`config.mk`:
```
export PLATFORM = sky130hd
export DESIGN_NAME = dnv_square
export DESIGN_NICKNAME = d
export VERILOG_FILES = /design/src/rtl/dnv_pkg.sv /design/src/rtl/dnv_square.sv
export SDC_FILE = /design/constraint.sdc
export NUM_CORES = 2
export LEC_CHECK = 0
export ABC_CLOCK_PERIOD_IN_PS = 11100
export BUFFER_PORTS_ARGS = -buffer_cell sky130_fd_sc_hd__buf_4
export CAP_MARGIN = 10
export CORE_UTILIZATION = 35
export CTS_BUF_LIST = sky130_fd_sc_hd__clkbuf_8
export CTS_CLUSTER_DIAMETER = 30
export DETAILED_ROUTE_END_ITERATION = 7
export PLACE_DENSITY = 0.54
export SLEW_MARGIN = 20
export SYNTH_ARGS = -nofsm -noshare
export SYNTH_HDL_FRONTEND = slang
export SYNTH_SLANG_ARGS = --single-unit
```
`constraint.sdc`:
```
create_clock -name i_clk -period 11.1 [get_ports i_clk]
set_input_delay 1.665 -clock i_clk [delete_from_list [all_inputs] [get_ports i_clk]]
set_output_delay 1.665 -clock i_clk [all_outputs]
set_load 0.02 [all_outputs]
```
`src/rtl/dnv_pkg.sv`:
```
// Shared widths, constants, register indexes and stage payload types for depth_noise_variance.
package dnv_pkg;

    // Coordinate width, signed Q8.16 at the default
    localparam int COORD_WIDTH = 24;

    // Squared range is exact: three squares of magnitudes at most 2^(W-1)
    localparam int R2_W   = 2 * COORD_WIDTH;
    localparam int HALF_W = COORD_WIDTH;
    localparam int ROOT_W = COORD_WIDTH;
    localparam int TRY_W  = R2_W + 1;

    // Coefficients, signed Q8.24
    localparam int COEF_W = 32;

    // Partial product width: signed coefficient times zero-extended operand half
    localparam int PP_W = COEF_W + HALF_W + 1;

    // Sigma before flooring, 56 fractional bits, with headroom for the three terms
    localparam int SIG_W       = 2 * COORD_WIDTH + 35;
    localparam int LIN_SHIFT   = 16;
    localparam int CONST_SHIFT = 32;
    localparam int SIG_SHIFT   = 40;
    localparam int FL_W        = SIG_W - SIG_SHIFT;
    localparam int MAG_W       = FL_W + 1;

    // Sigma magnitude, Q.16, and the output variance
    localparam int WIDE_W = 64;
    localparam int SQ_W   = 32;
    localparam int VAR_W  = 63;
    localparam logic [WIDE_W-1:0] SIGMA_MAG_MAX = 64'd3037000499;
    localparam logic [VAR_W-1:0]  VAR_MAX       = '1;

    // Configuration register indexes
    localparam int CFG_IDX_W = 2;
    localparam logic [CFG_IDX_W-1:0] REG_QUAD  = 2'd0;
    localparam logic [CFG_IDX_W-1:0] REG_LIN   = 2'd1;
    localparam logic [CFG_IDX_W-1:0] REG_CONST = 2'd2;

    // Squared range out of the front end
    typedef struct packed {
        logic [R2_W-1:0] r2;
        logic            last;
    } t_sq;

    // Squared range and floor root out of the root pipeline
    typedef struct packed {
        logic [R2_W-1:0]   r2;
        logic [ROOT_W-1:0] root;
        logic              last;
    } t_rt;

    // Noise model coefficients
    typedef struct packed {
        logic signed [COEF_W-1:0] quad;
        logic signed [COEF_W-1:0] lin;
        logic signed [COEF_W-1:0] cnst;
    } t_coef;

    // One result
    typedef struct packed {
        logic [VAR_W-1:0] variance;
        logic             saturated;
        logic             last;
    } t_res;

endpackage

```
`src/rtl/dnv_square.sv`:
```
// Front end: coordinate magnitudes, squares and exact squared range, three stages.
module dnv_square (
    input  logic                                  i_clk,
    input  logic                                  i_rst_n,
    input  logic                                  i_valid,
    output logic                                  o_ready,
    input  logic signed [dnv_pkg::COORD_WIDTH-1:0] i_x,
    input  logic signed [dnv_pkg::COORD_WIDTH-1:0] i_y,
    input  logic signed [dnv_pkg::COORD_WIDTH-1:0] i_z,
    input  logic                                  i_last,
    output logic                                  o_valid,
    input  logic                                  i_ready,
    output dnv_pkg::t_sq                          o_data
);
    import dnv_pkg::*;

    localparam int NSTG = 3;

    logic [NSTG-1:0]        r_vld;
    logic [NSTG-1:0]        r_last;
    logic [NSTG-1:0]        en;
    logic [COORD_WIDTH-1:0] r_mag_x, r_mag_y, r_mag_z;
    logic [COORD_WIDTH-1:0] n_mag_x, n_mag_y, n_mag_z;
    logic [R2_W-1:0]        r_sq_x, r_sq_y, r_sq_z;
    logic [R2_W-1:0]        n_sq_x, n_sq_y, n_sq_z;
    logic [R2_W-1:0]        r_r2;
    logic [R2_W-1:0]        n_r2;

    // Stage enables: a stage loads when empty or when the next one moves
    always_comb begin
        en[NSTG-1] = !r_vld[NSTG-1] || i_ready;
        for (int i = NSTG - 2; i >= 0; i--) begin
            en[i] = !r_vld[i] || en[i+1];
        end
    end

    assign o_ready = en[0];
    assign o_valid = r_vld[NSTG-1];

    // Valid bits travel with the data
    always_ff @(posedge i_clk) begin
        if (!i_rst_n) begin
            r_vld <= '0;
        end else begin
            if (en[0]) begin
                r_vld[0] <= i_valid;
            end
            for (int i = 1; i < NSTG; i++) begin
                if (en[i]) begin
                    r_vld[i] <= r_vld[i-1];
                end
            end
        end
    end

    // Magnitudes; the most negative code maps to 2^(W-1), which still fits unsigned
    always_comb begin
        n_mag_x = i_x[COORD_WIDTH-1] ? (~$unsigned(i_x) + 1'b1) : $unsigned(i_x);
        n_mag_y = i_y[COORD_WIDTH-1] ? (~$unsigned(i_y) + 1'b1) : $unsigned(i_y);
        n_mag_z = i_z[COORD_WIDTH-1] ? (~$unsigned(i_z) + 1'b1) : $unsigned(i_z);
    end

    // Squares
    always_comb begin
        n_sq_x = R2_W'(r_mag_x) * R2_W'(r_mag_x);
        n_sq_y = R2_W'(r_mag_y) * R2_W'(r_mag_y);
        n_sq_z = R2_W'(r_mag_z) * R2_W'(r_mag_z);
    end

    // Sum stays below 2^R2_W since each square is at most 2^(R2_W-2)
    assign n_r2 = r_sq_x + r_sq_y + r_sq_z;

    // Payload stages
    always_ff @(posedge i_clk) begin
        if (en[0]) begin
            r_mag_x   <= n_mag_x;
            r_mag_y   <= n_mag_y;
            r_mag_z   <= n_mag_z;
            r_last[0] <= i_last;
        end
        if (en[1]) begin
            r_sq_x    <= n_sq_x;
            r_sq_y    <= n_sq_y;
            r_sq_z    <= n_sq_z;
            r_last[1] <= r_last[0];
        end
        if (en[2]) begin
            r_r2      <= n_r2;
            r_last[2] <= r_last[1];
        end
    end

    assign o_data.r2   = r_r2;
    assign o_data.last = r_last[NSTG-1];

endmodule

```
==> impl_metrics.json <==
{
  "status": "completed",
  "critPathLaunchType": "flip-flop",
  "rsz0062_at_grt": "no",
  "die_y_um": 422,
  "post-route-period-util": 0.753,
  "synth_top_family_by_area": "adder cells",
  "post_cts_buffers": 0,
  "firstDrtPassIters": 5,
  "area_delta_synth_final_pct": 8.64,
  "synth_ff_type": "edfxtp_1",
  "numPortBuffers": 127,
  "critPathRequiredTime_ps": 11670,
  "grt_use_total": 0.177,
  "min_from": "r_last[1]$_DFFE_PP_",
  "placed_area_um2": 65400,
  "dpl.hpwl_mm": 125,
  "slew_viol_final": 0,
  "htree_levels": 3,
  "yosysSeqAreaShare": 0.129,
  "r2r_start": "r_mag_y[2]$_DFFE_PP_",
  "hold_viol_final": 0,
  "r2r-end": "r_sq_y[42]$_DFFE_PP_",
  "clock_skew_ps": 66.8,
  "synth_compound_area_frac": 0.0664,
  "yosys.area_share.simple": 0.102,
  "fillCellCount": 17554,
  "drt_wl_total_mm": 152,
  "setup_viol": 0,
  "final-seq-area_um2": 7990,
  "avgSynthCellArea_um2": 9.76,
  "crit_top_cell": "fa_1",
  "setup_tns_ps": 0,
  "via_per_inst": 4.73,
  "cts_tree": "yes",
  "drt_iter0_markers": 2212,
  "cts_buffers": 72,
  "die_width_um": 422,
  "vias": 41513,
  "gp_congestion": 0.873,
  "grt_overflow_total": 0,
  "max_freq_mhz": 120,
  "drcViolationCount": 0,
  "timing.max_cap.violations": 0,
  "slew_headroom": 0.271,
  "ant_nets": 0,
  "slowest_delay_ps": 1050,
  "crit_slowest_cell": "edfxtp_1",
  "cts_resized": 0,
  "cp_top_family": "adder cells",
  "syn_inst": 6333,
  "clk_latency_ps": 780,
  "synth.cell_area_um2": 61800,
  "rows": 153,
  "endpoint_kind": "flip-flop",
  "drive_above_1_share": 0.0524,
  "cts.sinks": 267,
  "routedWlPerCell_um": 17.3,
  "grt_pass1_wl_mm": 248,
  "hp-class": "flip-flop to flip-flop",
  "cts.clk_slew.worst_paths_ps": 50,
  "path_buf_inv": 6,
  "path_cells": "nand2_1 -> fa_1 -> inv_1 -> fa_1 -> inv_1 -> fa_1 -> inv_1 -> fa_1 -> fa_1 -> fa_1 -> inv_1 -> fa_1 -> inv_1 -> ha_1 -> nand2_1 -> o211ai_1 -> a2111oi_0 -> o21ai_0 -> a41oi_1 -> buf_4 -> a311oi_1 -> o211ai_1 -> mux2_2 -> a211oi_1",
  "hold_end": "r_last[2]$_DFFE_PP_",
  "synth-async-reset-ratio": 0,
  "yosysUniqueCellTypes": 69,
  "ys_seq_elements": 267,
  "synth-xor-area-share": 0.0370,
  "grt_max_degree": 140,
  "critPathArrivalTime_ps": 8930,
  "cp-startpoint": "r_mag_y[2]$_DFFE_PP_",
  "die_area_um2": 178000,
  "ys.warnings.count": 0,
  "period_needed_ps": 8360,
  "clockBufferDepth": 3,
  "antenna_found_initial": 2,
  "whs_path_depth": 0,
  "reg2reg_depth": 24,
  "worstSetupPathType": "flip-flop to flip-flop",
  "multi_input_area_um2": 46400,
  "worst_pin_slew_ps": 1090,
  "synthAdderAreaFrac": 0.543,
  "initial_core_util": 0.354,
  "synthMuxAreaShare": 0.00121,
  "core_area_um2": 175000,
  "design_area_um2": 67100,
  "hold_buffers": 0,
  "grt_pass1_vias": 45442,
  "crit_fanout": 24,
  "top_level_ports": 128,
  "nets": 8364,
  "rrSetupSlack_ps": 2740,
  "cts_root_buffer": "clkbuf_8",
  "synth_edf_count": 264
}
-- worst max-delay path by stage --
stage	end	cells past startpoint
2_1_floorplan	r_sq_y[42]$_DFFE_PP_	26
3_3_place_gp	r_sq_y[45]$_DFFE_PP_	23
3_5_place_dp	r_sq_y[41]$_DFFE_PP_	23
4_1_cts	r_sq_y[41]$_DFFE_PP_	23
5_1_grt	r_sq_y[42]$_DFFE_PP_	24
6_report	r_sq_y[42]$_DFFE_PP_	24
-- logic make-up after synthesis --
logic type | Yosys count
other | 1
flip-flops | 267
AO/OA/AOI/OAI | 629
XOR/XNOR | 261
AND/OR/NAND/NOR | 1285
adder cells (fa/ha/maj) | 1890
multiplexers | 7
buffers and inverters | 1993
-- metrics by stage --
step / instances / hold WS, ps / utilization / setup WS (ps)
3_5_place_dp: 8648 / 412 / 0.375 / 2730
2_1_floorplan: 6335 / 400 / - / 3650
4_1_cts: 8780 / 418 / 0.385 / 2720
6_report: 8784 / 417 / 0.385 / 2740
5_1_grt: 8782 / 420 / 0.385 / 2220
3_3_place_gp: 8648 / 407 / 0.375 / 2800
-- flip-flops by register name (all words and copies together), names as in the netlist --
signal and flops:
r_vld 3, r_sq_z 47, r_mag_x 24, r_sq_y 47, r_mag_y 24, r_last 3, r_r2 48, r_sq_x 47
r_mag_z 24
-- layout make-up --
type / instances / area share
multi-input combinational: 4075 / 0.690
sequential: 267 / 0.119
inverter: 1793 / 0.100
tap: 2325 / 0.0433
timing repair buffer: 188 / 0.0212
clock buffer: 72 / 0.0148
clock inverter: 60 / 0.0109
antenna: 4 / 0.000149
-- cell usage in the layout, fill, tap and decap left out, drive strengths merged, types with 132 or more instances in the layout --
cell type	instances
inv	1807
fa	1317
ha	573
nand2	566
and2	351
edfxtp	264
xnor2	190
buf	188
a21oi	178
a21o	132
-- synth_stat cells, drive strengths merged (10+ instances only) --
master,instances,area share
nand2b,27,0.0027
inv,1793,0.11
o31ai,24,0.0029
or4,14,0.0019
nor2,126,0.0077
o21ai,101,0.0082
nor2b,37,0.0037
a21oi,178,0.014
a211oi,24,0.0029
fa,1317,0.43
a21boi,10,0.0012
and3,26,0.0026
o21bai,22,0.0027
clkbuf,199,0.012
xnor2,190,0.027
nand4,30,0.0030
or3,15,0.0017
or2,11,0.0012
and2,351,0.036
nor3,19,0.0015
nand2,566,0.034
o21a,24,0.0029
ha,573,0.12
a21o,132,0.016
nand3,35,0.0028
o41ai,13,0.0021
a31oi,29,0.0029
edfxtp,264,0.13
xor2,71,0.010
-- routing by layer --
metal,share of wire,vias to the layer above,GRT usage
li1,-,19275,-
met1,0.44,21168,0.236
met2,0.49,891,0.297
met3,0.047,179,0.0259
met4,0.027,0,0.0498
met5,0,-,0
Power is left out: the tool's default activity adds up to more than one toggle a clock period on the data nets, which glitch-free logic cannot reach.
