File: src/rtl/dnv_pkg.sv
// Shared widths, constants, register indexes and stage payload types for depth_noise_variance.
package dnv_pkg;

    // Coordinate width, signed Q8.16 at the default
    localparam int COORD_WIDTH = 24;

    // Squared range is exact: three squares of magnitudes at most 2^(W-1)
    localparam int R2_W   = 2 * COORD_WIDTH;
    localparam int HALF_W = COORD_WIDTH;
    localparam int ROOT_W = COORD_WIDTH;
    localparam int TRY_W  = R2_W + 1;

    // Coefficients, signed Q8.24
    localparam int COEF_W = 32;

    // Partial product width: signed coefficient times zero-extended operand half
    localparam int PP_W = COEF_W + HALF_W + 1;

    // Sigma before flooring, 56 fractional bits, with headroom for the three terms
    localparam int SIG_W       = 2 * COORD_WIDTH + 35;
    localparam int LIN_SHIFT   = 16;
    localparam int CONST_SHIFT = 32;
    localparam int SIG_SHIFT   = 40;
    localparam int FL_W        = SIG_W - SIG_SHIFT;
    localparam int MAG_W       = FL_W + 1;

    // Sigma magnitude, Q.16, and the output variance
    localparam int WIDE_W = 64;
    localparam int SQ_W   = 32;
    localparam int VAR_W  = 63;
    localparam logic [WIDE_W-1:0] SIGMA_MAG_MAX = 64'd3037000499;
    localparam logic [VAR_W-1:0]  VAR_MAX       = '1;

    // Configuration register indexes
    localparam int CFG_IDX_W = 2;
    localparam logic [CFG_IDX_W-1:0] REG_QUAD  = 2'd0;
    localparam logic [CFG_IDX_W-1:0] REG_LIN   = 2'd1;
    localparam logic [CFG_IDX_W-1:0] REG_CONST = 2'd2;

    // Squared range out of the front end
    typedef struct packed {
        logic [R2_W-1:0] r2;
        logic            last;
    } t_sq;

    // Squared range and floor root out of the root pipeline
    typedef struct packed {
        logic [R2_W-1:0]   r2;
        logic [ROOT_W-1:0] root;
        logic              last;
    } t_rt;

    // Noise model coefficients
    typedef struct packed {
        logic signed [COEF_W-1:0] quad;
        logic signed [COEF_W-1:0] lin;
        logic signed [COEF_W-1:0] cnst;
    } t_coef;

    // One result
    typedef struct packed {
        logic [VAR_W-1:0] variance;
        logic             saturated;
        logic             last;
    } t_res;

endpackage

File: src/rtl/dnv_sqrt.sv
// Floor square root of the squared range, one root bit per pipeline stage.
module dnv_sqrt (
    input  logic         i_clk,
    input  logic         i_rst_n,
    input  logic         i_valid,
    output logic         o_ready,
    input  dnv_pkg::t_sq i_data,
    output logic         o_valid,
    input  logic         i_ready,
    output dnv_pkg::t_rt o_data
);
    import dnv_pkg::*;

    localparam int NSTG = ROOT_W;
    localparam int AW   = R2_W + 2;

    logic [NSTG-1:0]   r_vld;
    logic [NSTG-1:0]   r_last;
    logic [NSTG-1:0]   en;
    logic [R2_W-1:0]   r_rem  [NSTG];
    logic [ROOT_W-1:0] r_root [NSTG];
    logic [R2_W-1:0]   r_r2   [NSTG];
    logic [R2_W-1:0]   s_rem  [NSTG];
    logic [ROOT_W-1:0] s_root [NSTG];
    logic [R2_W-1:0]   s_r2   [NSTG];
    logic [NSTG-1:0]   s_last;
    logic [R2_W-1:0]   n_rem  [NSTG];
    logic [ROOT_W-1:0] n_root [NSTG];

    // Stage enables
    always_comb begin
        en[NSTG-1] = !r_vld[NSTG-1] || i_ready;
        for (int i = NSTG - 2; i >= 0; i--) begin
            en[i] = !r_vld[i] || en[i+1];
        end
    end

    assign o_ready = en[0];
    assign o_valid = r_vld[NSTG-1];

    always_ff @(posedge i_clk) begin
        if (!i_rst_n) begin
            r_vld <= '0;
        end else begin
            if (en[0]) begin
                r_vld[0] <= i_valid;
            end
            for (int i = 1; i < NSTG; i++) begin
                if (en[i]) begin
                    r_vld[i] <= r_vld[i-1];
                end
            end
        end
    end

    // Stage inputs: the first stage starts with remainder = r2, root = 0
    always_comb begin
        s_rem[0]  = i_data.r2;
        s_root[0] = '0;
        s_r2[0]   = i_data.r2;
        s_last[0] = i_data.last;
        for (int k = 1; k < NSTG; k++) begin
            s_rem[k]  = r_rem[k-1];
            s_root[k] = r_root[k-1];
            s_r2[k]   = r_r2[k-1];
            s_last[k] = r_last[k-1];
        end
    end

    // Stage k decides root bit b: keep it if (root + 2^b)^2 still fits under r2
    always_comb begin
        logic [TRY_W-1:0] trial;
        int               b;
        for (int k = 0; k < NSTG; k++) begin
            b     = NSTG - 1 - k;
            trial = (TRY_W'(s_root[k]) << (b + 1)) + (TRY_W'(1) << (2 * b));
            if (TRY_W'(s_rem[k]) >= trial) begin
                n_rem[k]  = R2_W'(TRY_W'(s_rem[k]) - trial);
                n_root[k] = s_root[k] | (ROOT_W'(1) << b);
            end else begin
                n_rem[k]  = s_rem[k];
                n_root[k] = s_root[k];
            end
        end
    end

    always_ff @(posedge i_clk) begin
        for (int k = 0; k < NSTG; k++) begin
            if (en[k]) begin
                r_rem[k]  <= n_rem[k];
                r_root[k] <= n_root[k];
                r_r2[k]   <= s_r2[k];
                r_last[k] <= s_last[k];
            end
        end
    end

    assign o_data.r2   = r_r2[NSTG-1];
    assign o_data.root = r_root[NSTG-1];
    assign o_data.last = r_last[NSTG-1];

    // Root leaving the pipeline is the floor square root
    a_root_floor: assert property (@(posedge i_clk) disable iff (!i_rst_n)
        o_valid |-> (AW'(o_data.root) * AW'(o_data.root) <= AW'(o_data.r2)) &&
                    ((AW'(o_data.root) + 1'b1) * (AW'(o_data.root) + 1'b1) > AW'(o_data.r2)))
        else $error("root is not the floor square root of r2");

    // Upstream is only held off when every stage is full and the output stalls
    a_full_stall: assert property (@(posedge i_clk) disable iff (!i_rst_n)
        !o_ready |-> (&r_vld) && !i_ready)
        else $error("root pipeline refused a transfer with a free stage");

endmodule

File: config.mk
export PLATFORM = sky130hd
export DESIGN_NAME = dnv_sqrt
export DESIGN_NICKNAME = d
export VERILOG_FILES = /design/src/rtl/dnv_pkg.sv /design/src/rtl/dnv_sqrt.sv
export SDC_FILE = /design/constraint.sdc
export NUM_CORES = 2
export LEC_CHECK = 0
export ABC_AREA = 0
export BUFFER_PORTS_ARGS = -buffer_cell sky130_fd_sc_hd__buf_4
export CAP_MARGIN = 30
export CORE_AREA = 2 2 468 470
export CTS_CLUSTER_SIZE = 30
export DETAILED_ROUTE_END_ITERATION = 12
export DIE_AREA = 0 0 470 472
export RECOVER_POWER = 100
export SLEW_MARGIN = 0
export SYNTH_ARGS = -nofsm -noshare
export SYNTH_HDL_FRONTEND = slang
export SYNTH_SLANG_ARGS = --single-unit
File: constraint.sdc
create_clock -name i_clk -period 14.9 [get_ports i_clk]
set_input_delay 4.47 -clock i_clk [delete_from_list [all_inputs] [get_ports i_clk]]
set_output_delay 4.47 -clock i_clk [all_outputs]
set_load 0.02 [all_outputs]
==> impl_metrics.tcl <==
set metrics [dict create \
    status "finished, violations left" \
    violations "max-capacitance violations, max-slew violations" \
    routed_wl_um 154000 \
    synth_area_per_cell_um2 14.6 \
    max_cap_violations 31 \
    irDropWorstVdd_mv 0.118 \
    crit_arrival_ns 8.22 \
    finalCritPeriodShare_pct 85.2 \
    synth_cells 5907 \
    nNetsFinal 6543 \
    async_reset_ff_share_pct 0 \
    ff2ff_setup_slack_ns 7.88 \
    grt_first_pass_wirelength_um 246000 \
    tns_ns 0 \
    core_mm2 0.217 \
    cts_max_level 4 \
    io_pins 128 \
    cp_top_family "simple AND/OR/NAND/NOR gates" \
    drc 0 \
    yosys.area.top_type_share_pct 70.6 \
    root_buffer "clkbuf_16" \
    drv_slew 1966 \
    cts_tree "yes" \
    yosys-top-cells-area "edfxtp_1 71%, ha_1 4.7%, xnor2_1 2.6%" \
    die_x_um 470 \
    grt_max_degree 89 \
    rows 171 \
    cpMaxStageDelayCell "clkinvlp_2" \
    post_dp_cell_area_mm2 0.0907 \
    power_density_mw_per_mm2 167 \
    clock_path_buffers 3 \
    gp_congestion 0.911 \
    cts_made_buffers 202 \
    start_kind "primary input" \
    cpPeakStageDelay_ns 0.67 \
    post-place-ws_ns 2.72 \
    mostFrequentLayoutCell "edfxtp_1" \
    synth_cell_types 83 \
    max_slew_margin_pct -168 \
    rsz0062_at_grt "false" \
    grt_pass1_vias 47100 \
    layout-drive-gt1-share_pct 6.38 \
    crit_chain "clkbuf_4 > nor2b_1 > clkinvlp_2 > nor4_1 > clkbuf_1 > and4_1 > and2_0 > and3_1 > and3_1 > nand3_2 > buf_4 > clkbuf_1" \
    initial_core_util_pct 39.8 \
    final_hold_viol_count 0 \
    mostFrequentLayoutCells "2028 x edfxtp_1, 404 x inv_1, 322 x ha_1, 312 x nor2_1, 305 x nand2_1" \
    wire_per_inst_um 16.7 \
    fin_worst_skew_ns 0.0887 \
    required_ns 10.43 \
    cts-hold-fix-buffers 0 \
    vias 46200 \
    die_h_um 472 \
    cp-end-kind "primary output" \
    postCtsSetupBuffers 0 \
    cts_resized 0 \
    postRouteAntennaNets 0 \
    setup_viol 0 \
    synth_nets 6282 \
    p_leak_nw 37.0 \
    via_per_inst 5.03 \
    post-route-min-period_ns 12.69 \
    fill_cells 19000 \
    clock_sinks 2052 \
    yosysWarnings 0 \
    first_iter_violations 2990 \
    final_cell_area_mm2 0.0965 \
    antenna_found_initial 1 \
    yosysSeqAreaShare_pct 71.1 \
    clk_latency_ns 0.84 \
    max_freq_mhz 78.8 \
    cp_max_fo 54 \
    die_area_mm2 0.222 \
    hpwlAfterDp_um 114000 \
    worstSetupPathType "in -> out" \
    yosys.area.top_type "edfxtp_1" \
    clkTransAtPathRegs_ns 0.06 \
    synth_area_mm2 0.0863 \
    grt_usage_pct 13.7 \
    drt_first_pass_iters 8 \
    synthToLayoutAreaGrowth_pct 11.9 \
    grt_overflow 0 \
    port_buffers 127 \
    ys.flop_type "edfxtp_1" \
    synth_enable_flop_cells 2028 \
    worst_slack_ns 2.21 \
    ys_ff_latch 2052 \
    min_path_type "reg -> reg" \
    path_buf_inv 5 \
    worst_slew_pin_slew_ns 4.01 \
]
## metal layers
| layer | part of all wire (%) | routed length, µm | track usage (%) |
|---|---|---|---|
| met2 | 54 | 83600 | 26.6 |
| met1 | 38 | 59000 | 14.5 |
| met4 | 4.1 | 6290 | 6.17 |
| met5 | 0 | 0 | 0 |
| met3 | 3.0 | 4680 | 2.04 |
## synthesized netlist by cell type, types with 15 or more instances
library cell,instances
a21oi_1,291
a211oi_1,28
o211ai_1,29
or4_1,31
and3_1,35
nor2_1,314
nor2b_1,49
nand2_1,308
mux2_2,41
nand2b_1,61
o21ai_0,252
and2_1,15
ha_1,322
nor4_1,183
or3_1,57
edfxtp_1,2028
o21bai_1,26
a21boi_0,24
xor2_1,219
or2_2,24
nand3_1,76
o21a_1,64
o31ai_1,36
clkbuf_1,53
inv_1,411
nor4b_1,29
nand4_1,90
dfxtp_1,24
xnor2_1,256
nand4b_1,15
a31oi_1,28
buf_4,49
nor3_1,137
a21o_1,114
## stage by stage
step | util [%] | std cells | hold slack, ns | total power, mW
2_1_floorplan | - | 5907 | 0.400 | 10.5
3_3_place_gp | 41.9 | 8811 | 0.400 | 11.2
3_5_place_dp | 41.9 | 8814 | 0.405 | 11.3
4_1_cts | 44.9 | 9180 | 0.396 | 16.3
5_1_grt | 44.6 | 9186 | 0.409 | 17.0
6_report | 44.6 | 9186 | 0.392 | 16.1
## path summary, 6_finish.rpt
path / cells after the start / startpoint / end
min reg2reg: 0 / r_r2[2][155] / r_r2[2][203]
max reg2reg: 10 / r_vld[23] / r_rem[1][234]
min: 0 / r_r2[2][155] / r_r2[2][203]
max: 12 / i_ready / o_ready
## registers in the layout, indices dropped and copies added, names as in the netlist
| signal | cells |
|---|---|
| r_root | 300 |
| r_vld | 24 |
| r_rem | 552 |
| r_r2 | 1152 |
| r_last | 24 |
## power breakdown
group / switching [mW] / total [mW] / internal, mW
Clock: 2.10 / 4.91 / 2.81
Combinational: 1.60 / 2.92 / 1.32
Sequential: 0.669 / 8.28 / 7.61
## layout make-up
cell class / count / area, µm² / share of cell area [%]
diodes: 2 / 5.00 / 0.00518
clock buffers: 274 / 5380 / 5.57
clock inverters: 92 / 1150 / 1.19
inverters: 416 / 1570 / 1.63
multi-input cells: 3318 / 22700 / 23.5
flip-flops and latches: 2052 / 61400 / 63.6
well taps: 2854 / 3570 / 3.70
repair buffers: 178 / 806 / 0.835
## kinds of logic after synthesis
| family | count (synthesis) | synth area share [%] |
|---|---|---|
| AO/OA/AOI/OAI | 990 | 7.17 |
| XOR/XNOR | 475 | 4.82 |
| adder cells (fa/ha/maj) | 322 | 4.67 |
| buffers and inverters | 537 | 2.57 |
| flip-flops | 2052 | 71.1 |
| multiplexers | 51 | 0.663 |
| AND/OR/NAND/NOR | 1480 | 8.95 |
Note: power is estimated with default switching activity, not from simulation.
